===== config.mk =====
export PLATFORM = sky130hd
export DESIGN_NAME = cbp_ctrl
export DESIGN_NICKNAME = d
export VERILOG_FILES = /design/src/rtl/core/cbp_pkg.sv /design/src/rtl/core/cbp_ctrl.sv
export SDC_FILE = /design/constraint.sdc
export NUM_CORES = 1
export LEC_CHECK = 0
export ABC_AREA = 1
export BUFFER_PORTS_ARGS = -buffer_cell sky130_fd_sc_hd__buf_2
export CAP_MARGIN = 20
export CORE_AREA = 2 2 39 41
export CTS_BUF_LIST = sky130_fd_sc_hd__clkbuf_16
export CTS_CLUSTER_SIZE = 20
export DETAILED_ROUTE_END_ITERATION = 10
export DIE_AREA = 0 0 41 43
export SLEW_MARGIN = 20
export SYNTH_ARGS = -nofsm -noshare
export SYNTH_HDL_FRONTEND = slang
export SYNTH_SLANG_ARGS = --single-unit

===== constraint.sdc =====
create_clock -name i_clk -period 2.4 [get_ports i_clk]
set_input_delay 0.36 -clock i_clk [delete_from_list [all_inputs] [get_ports i_clk]]
set_output_delay 0.36 -clock i_clk [all_outputs]
set_load 0.05 [all_outputs]

===== src/rtl/core/cbp_pkg.sv =====
// Shared types, codes and helpers for the configurable branch predictor.
package cbp_pkg;

    localparam logic [1:0] MODE_STATIC = 2'd0;
    localparam logic [1:0] MODE_GSHARE = 2'd1;
    localparam logic [1:0] MODE_LOCAL  = 2'd2;
    localparam logic [1:0] MODE_TOURN  = 2'd3;

    localparam logic [1:0] CFG_MODE  = 2'd0;
    localparam logic [1:0] CFG_GHB   = 2'd1;
    localparam logic [1:0] CFG_LHB   = 2'd2;
    localparam logic [1:0] CFG_PCB   = 2'd3;

    localparam int unsigned CFG_IDX_W  = 2;
    localparam int unsigned CFG_DATA_W = 4;

    localparam logic [1:0] CTR_WEAK_NT = 2'd1;
    localparam logic [1:0] CTR_STRONG_T = 2'd3;
    localparam logic [1:0] CTR_STRONG_NT = 2'd0;

    localparam logic [CFG_DATA_W-1:0] RST_GHB = 4'd13;
    localparam logic [CFG_DATA_W-1:0] RST_LHB = 4'd10;
    localparam logic [CFG_DATA_W-1:0] RST_PCB = 4'd10;

    typedef struct packed {
        logic load;
        logic clr_step;
        logic rd_hist;
        logic rd_ctr;
        logic exec;
    } t_cmd;

    typedef struct packed {
        logic clr_done;
        logic out_busy;
    } t_status;

    function automatic logic [1:0] bump(input logic [1:0] c, input logic up);
        logic [1:0] r;
        r = c;
        if (up) begin
            if (c != CTR_STRONG_T) r = c + 2'd1;
        end else begin
            if (c != CTR_STRONG_NT) r = c - 2'd1;
        end
        return r;
    endfunction

endpackage


===== src/rtl/core/cbp_ctrl.sv =====
// Controller state machine: clearing sweep, accept, table reads, update or result.
module cbp_ctrl (
    input  logic           i_clk,
    input  logic           i_rst_n,
    input  logic           i_s_tvalid,
    output logic           o_s_tready,
    input  cbp_pkg::t_status i_status,
    output cbp_pkg::t_cmd  o_cmd
);

    localparam logic [2:0] S_CLEAR = 3'd0;
    localparam logic [2:0] S_IDLE  = 3'd1;
    localparam logic [2:0] S_RD1   = 3'd2;
    localparam logic [2:0] S_RD2   = 3'd3;
    localparam logic [2:0] S_EXEC  = 3'd4;

    logic [2:0] r_state;
    logic [2:0] n_state;

    always_comb begin
        n_state = r_state;
        o_cmd   = '0;
        o_s_tready = 1'b0;
        case (r_state)
            S_CLEAR: begin
                o_cmd.clr_step = 1'b1;
                if (i_status.clr_done) n_state = S_IDLE;
            end
            S_IDLE: begin
                o_s_tready = 1'b1;
                if (i_s_tvalid) begin
                    o_cmd.load = 1'b1;
                    n_state    = S_RD1;
                end
            end
            S_RD1: begin
                o_cmd.rd_hist = 1'b1;
                n_state       = S_RD2;
            end
            S_RD2: begin
                o_cmd.rd_ctr = 1'b1;
                n_state      = S_EXEC;
            end
            S_EXEC: begin
                if (!i_status.out_busy) begin
                    o_cmd.exec = 1'b1;
                    n_state    = S_IDLE;
                end
            end
            default: begin
                n_state = S_CLEAR;
            end
        endcase
    end

    always_ff @(posedge i_clk) begin
        if (!i_rst_n) begin
            r_state <= S_CLEAR;
        end else begin
            r_state <= n_state;
        end
    end

    a_accept_reads: assert property (@(posedge i_clk) disable iff (!i_rst_n)
        (i_s_tvalid && o_s_tready) |=> (r_state == S_RD1))
        else $error("accepted word did not start a table read");

    a_read_order: assert property (@(posedge i_clk) disable iff (!i_rst_n)
        (r_state == S_RD1) |=> (r_state == S_RD2))
        else $error("counter read did not follow history read");

    a_exec_hold: assert property (@(posedge i_clk) disable iff (!i_rst_n)
        (r_state == S_EXEC && i_status.out_busy) |=> (r_state == S_EXEC))
        else $error("update issued while result still pending");

    a_clear_no_accept: assert property (@(posedge i_clk) disable iff (!i_rst_n)
        (r_state == S_CLEAR) |-> !o_s_tready)
        else $error("input taken during clearing sweep");

endmodule


==> summary.md <==
| Metric | Value |
|---|---|
| Yosys reg bits | `3` |
| Die ar. | `1760 um^2` |
| Area grow syn2layout | `62.5%` |
| Synthesized Nets | `37` |
| R2R Path Start | `r_state[0]` |
| Most common cell after layout, fill and taps aside | `buf_2` |
| CTS Buf Count | `3` |
| Power Density | `1120 nW/um^2` |
| Period utilization | `67.2%` |
| Syn Inst Count | `32` |
| Top-area cell type share of the netlist area | `27.3%` |
| Fillcell total | `156` |
| Post-CTS setup buffer count | `0` |
| Crit path launch | `r_state[2]` |
| Dpl cell area | `279 um^2` |
| Most frequent cells in the layout | `buf_2, inv_1, nand3_1` |
| RR Endpoint | `r_state[0]` |
| Met2 Track Usage GR | `9.38%` |
| Routed length per instance | `7.95 um` |
| Die Width | `41 um` |
| Initial DRC count | `0` |
| Share of the yosys chip area belonging to registers | `27.3%` |
| Worst Path Arrival | `1.25 ns` |
| Gr usage total | `7.22%` |
| Core area | `1380 um^2` |
| Synth area leaders | `dfxtp_1, nand3_2, inv_1` |
| Vias/cell | `3.77` |
| Worst Hold Depth | `3` |
| Post-placement cell count | `57` |
| Placement row count | `14` |
| Clock latency on the worst-skew pair | `0.22 ns` |
| Worst Path Max Fanout | `5` |
| CTS max path bufs | `2` |
| Synthesized area | `220 um^2` |
| Warnings, synthesis | `0` |
| PortBufs | `10` |
| R2R setup slack | `1.44 ns` |
| Final hold vios | `0` |
| DR DRC count | `0` |
| Worst-margin pin slew | `0.257 ns` |
| Share of cells above drive strength 1 | `46.7%` |
| Grt met3 use | `4.71%` |
| CTS H-tree lvls | `1` |
| Clock sinks | `3` |
| Starting Density | `15.9%` |
| CTS tree | `yes` |
| Vias in the first global route | `210` |
| Hold endpoint | `r_state[1]` |
| Fmax | `620 MHz` |
| CP Capture Type | `primary output` |
| Pre-CTS setup slack | `1.04 ns` |
| Nets | `51` |
| Setup CP Type | `reg -> out` |
| Die Y | `43 um` |
| Non-filler cells, final | `61` |
| Worst setup margin | `0.788 ns` |
| Max-cap viol count | `0` |
| First-pass GRT wire length | `786 um` |
| Slew Limit Fails | `0` |
| Setup TNS | `0 ns` |
| Gr ovfl total | `0` |
| Syn_area_per_cell | `6.88 um^2` |
| Distinct cell type count after synthesis | `13` |
| ANT cells | `0` |
| Synth area leader | `dfxtp_1` |
| Peak VDD IR | `0.276 mV` |
| Crit start category | `flip-flop` |
| Endpoints failing setup | `0` |
| Data required, critical path | `2.04 ns` |
| Top reg by flops | `r_state` |
| Tot Pwr | `402 uW` |
| Pin count of the biggest net entering global routing | `9` |
| Outcome | `finished, final reports clean` |
| Leakage | `0.204 nW` |
| ANT nets after route | `0` |
| Slew margin rel. | `82.8%` |
| GP Congestion | `0.617` |
| Tmin final | `1.61 ns` |
| GR Util met1 | `7.69%` |
| Clk pin slew, worst setup/hold paths | `0.03 ns` |
| RSZ-0062 raised after global routing | `false` |
| Post-route design area | `358 um^2` |
| Hold_buf cts | `0` |
| Initial antenna violation count | `0` |
| HPWL Detailed | `381 um` |
| R2R depth | `5` |
| HP Class | `in -> reg` |
| Final WL | `485 um` |
| GRT busiest layer | `met2` |
| Top Registers | `r_state: 3 flops` |
| Min-delay src | `i_rst_n` |
| CTS root buf | `clkbuf_16` |
| Final Skew | `0.00150 ns` |
| PostCTS Resize Cnt | `0` |
| Largest register FFs | `3` |
| Ports | `11` |
| Total vias in the final route | `230` |
| TritonRoute pass-1 iters | `1` |
==> Yosys cell counts <==
cell type  number
nor4_1          1
nor3_2          1
nor2_2          3
a21oi_1         2
nand3_2         3
nand2_1         2
nand3_1         4
nor3_1          1
dfxtp_1         3
nor2_1          2
inv_1           8
inv_2           1
buf_6           1
==> critical path, cell delays in order (launching register included) <==
cell	delay (ns)
dfxtp_1	0.41
inv_2	0.08
nor4_1	0.23
buf_2	0.31
==> area by class of cell <==
| cell class | count | area (um^2) | share of cell area (%) |
|---|---|---|---|
| repair buffers | 10 | 50.0 | 14.0 |
| flip-flops and latches | 3 | 60.1 | 16.8 |
| clock inverters | 1 | 3.75 | 1.05 |
| inverters | 9 | 33.8 | 9.44 |
| clock buffers | 3 | 75.1 | 21.0 |
| multi-input cells | 19 | 115 | 32.2 |
| well taps | 16 | 20.0 | 5.59 |
==> per-layer routing <==
layer	wire length [um]	share of wire, %
met2	223	46
met3	44	9.1
met4	11	2.3
met5	0	0
met1	206	42
==> where the power goes <==
group          total, mW  switching [mW]  internal [mW]
registers         0.0627         0.00808         0.0546
clock network      0.257          0.0428          0.215
logic             0.0816          0.0593         0.0223
total              0.402           0.110          0.291
==> worst max-delay path by stage <==
stage | endpoint | slack [ns]
floorplan | o_cmd[0] | 0.08
global placement | o_cmd[4] | 1.07
detailed placement | o_cmd[0] | 1.04
CTS | o_cmd[0] | 0.80
global route | o_cmd[0] | 0.74
finish | o_cmd[0] | 0.79
==> cells by family after synthesis <==
| family | synth area share, % |
|---|---|
| flops | 27.3 |
| simple gates | 47.7 |
| compound gates | 4.55 |
| buf+inv | 20.5 |
==> per-stage QoR <==
step                hold slack [ns]  utilization, %
finish                        0.420            25.9
global route                  0.437            25.9
CTS                           0.425            25.9
detailed placement            0.570            20.2
global placement              0.559            20.2
floorplan                     0.509               -
Note: power is estimated with default switching activity, not from simulation.
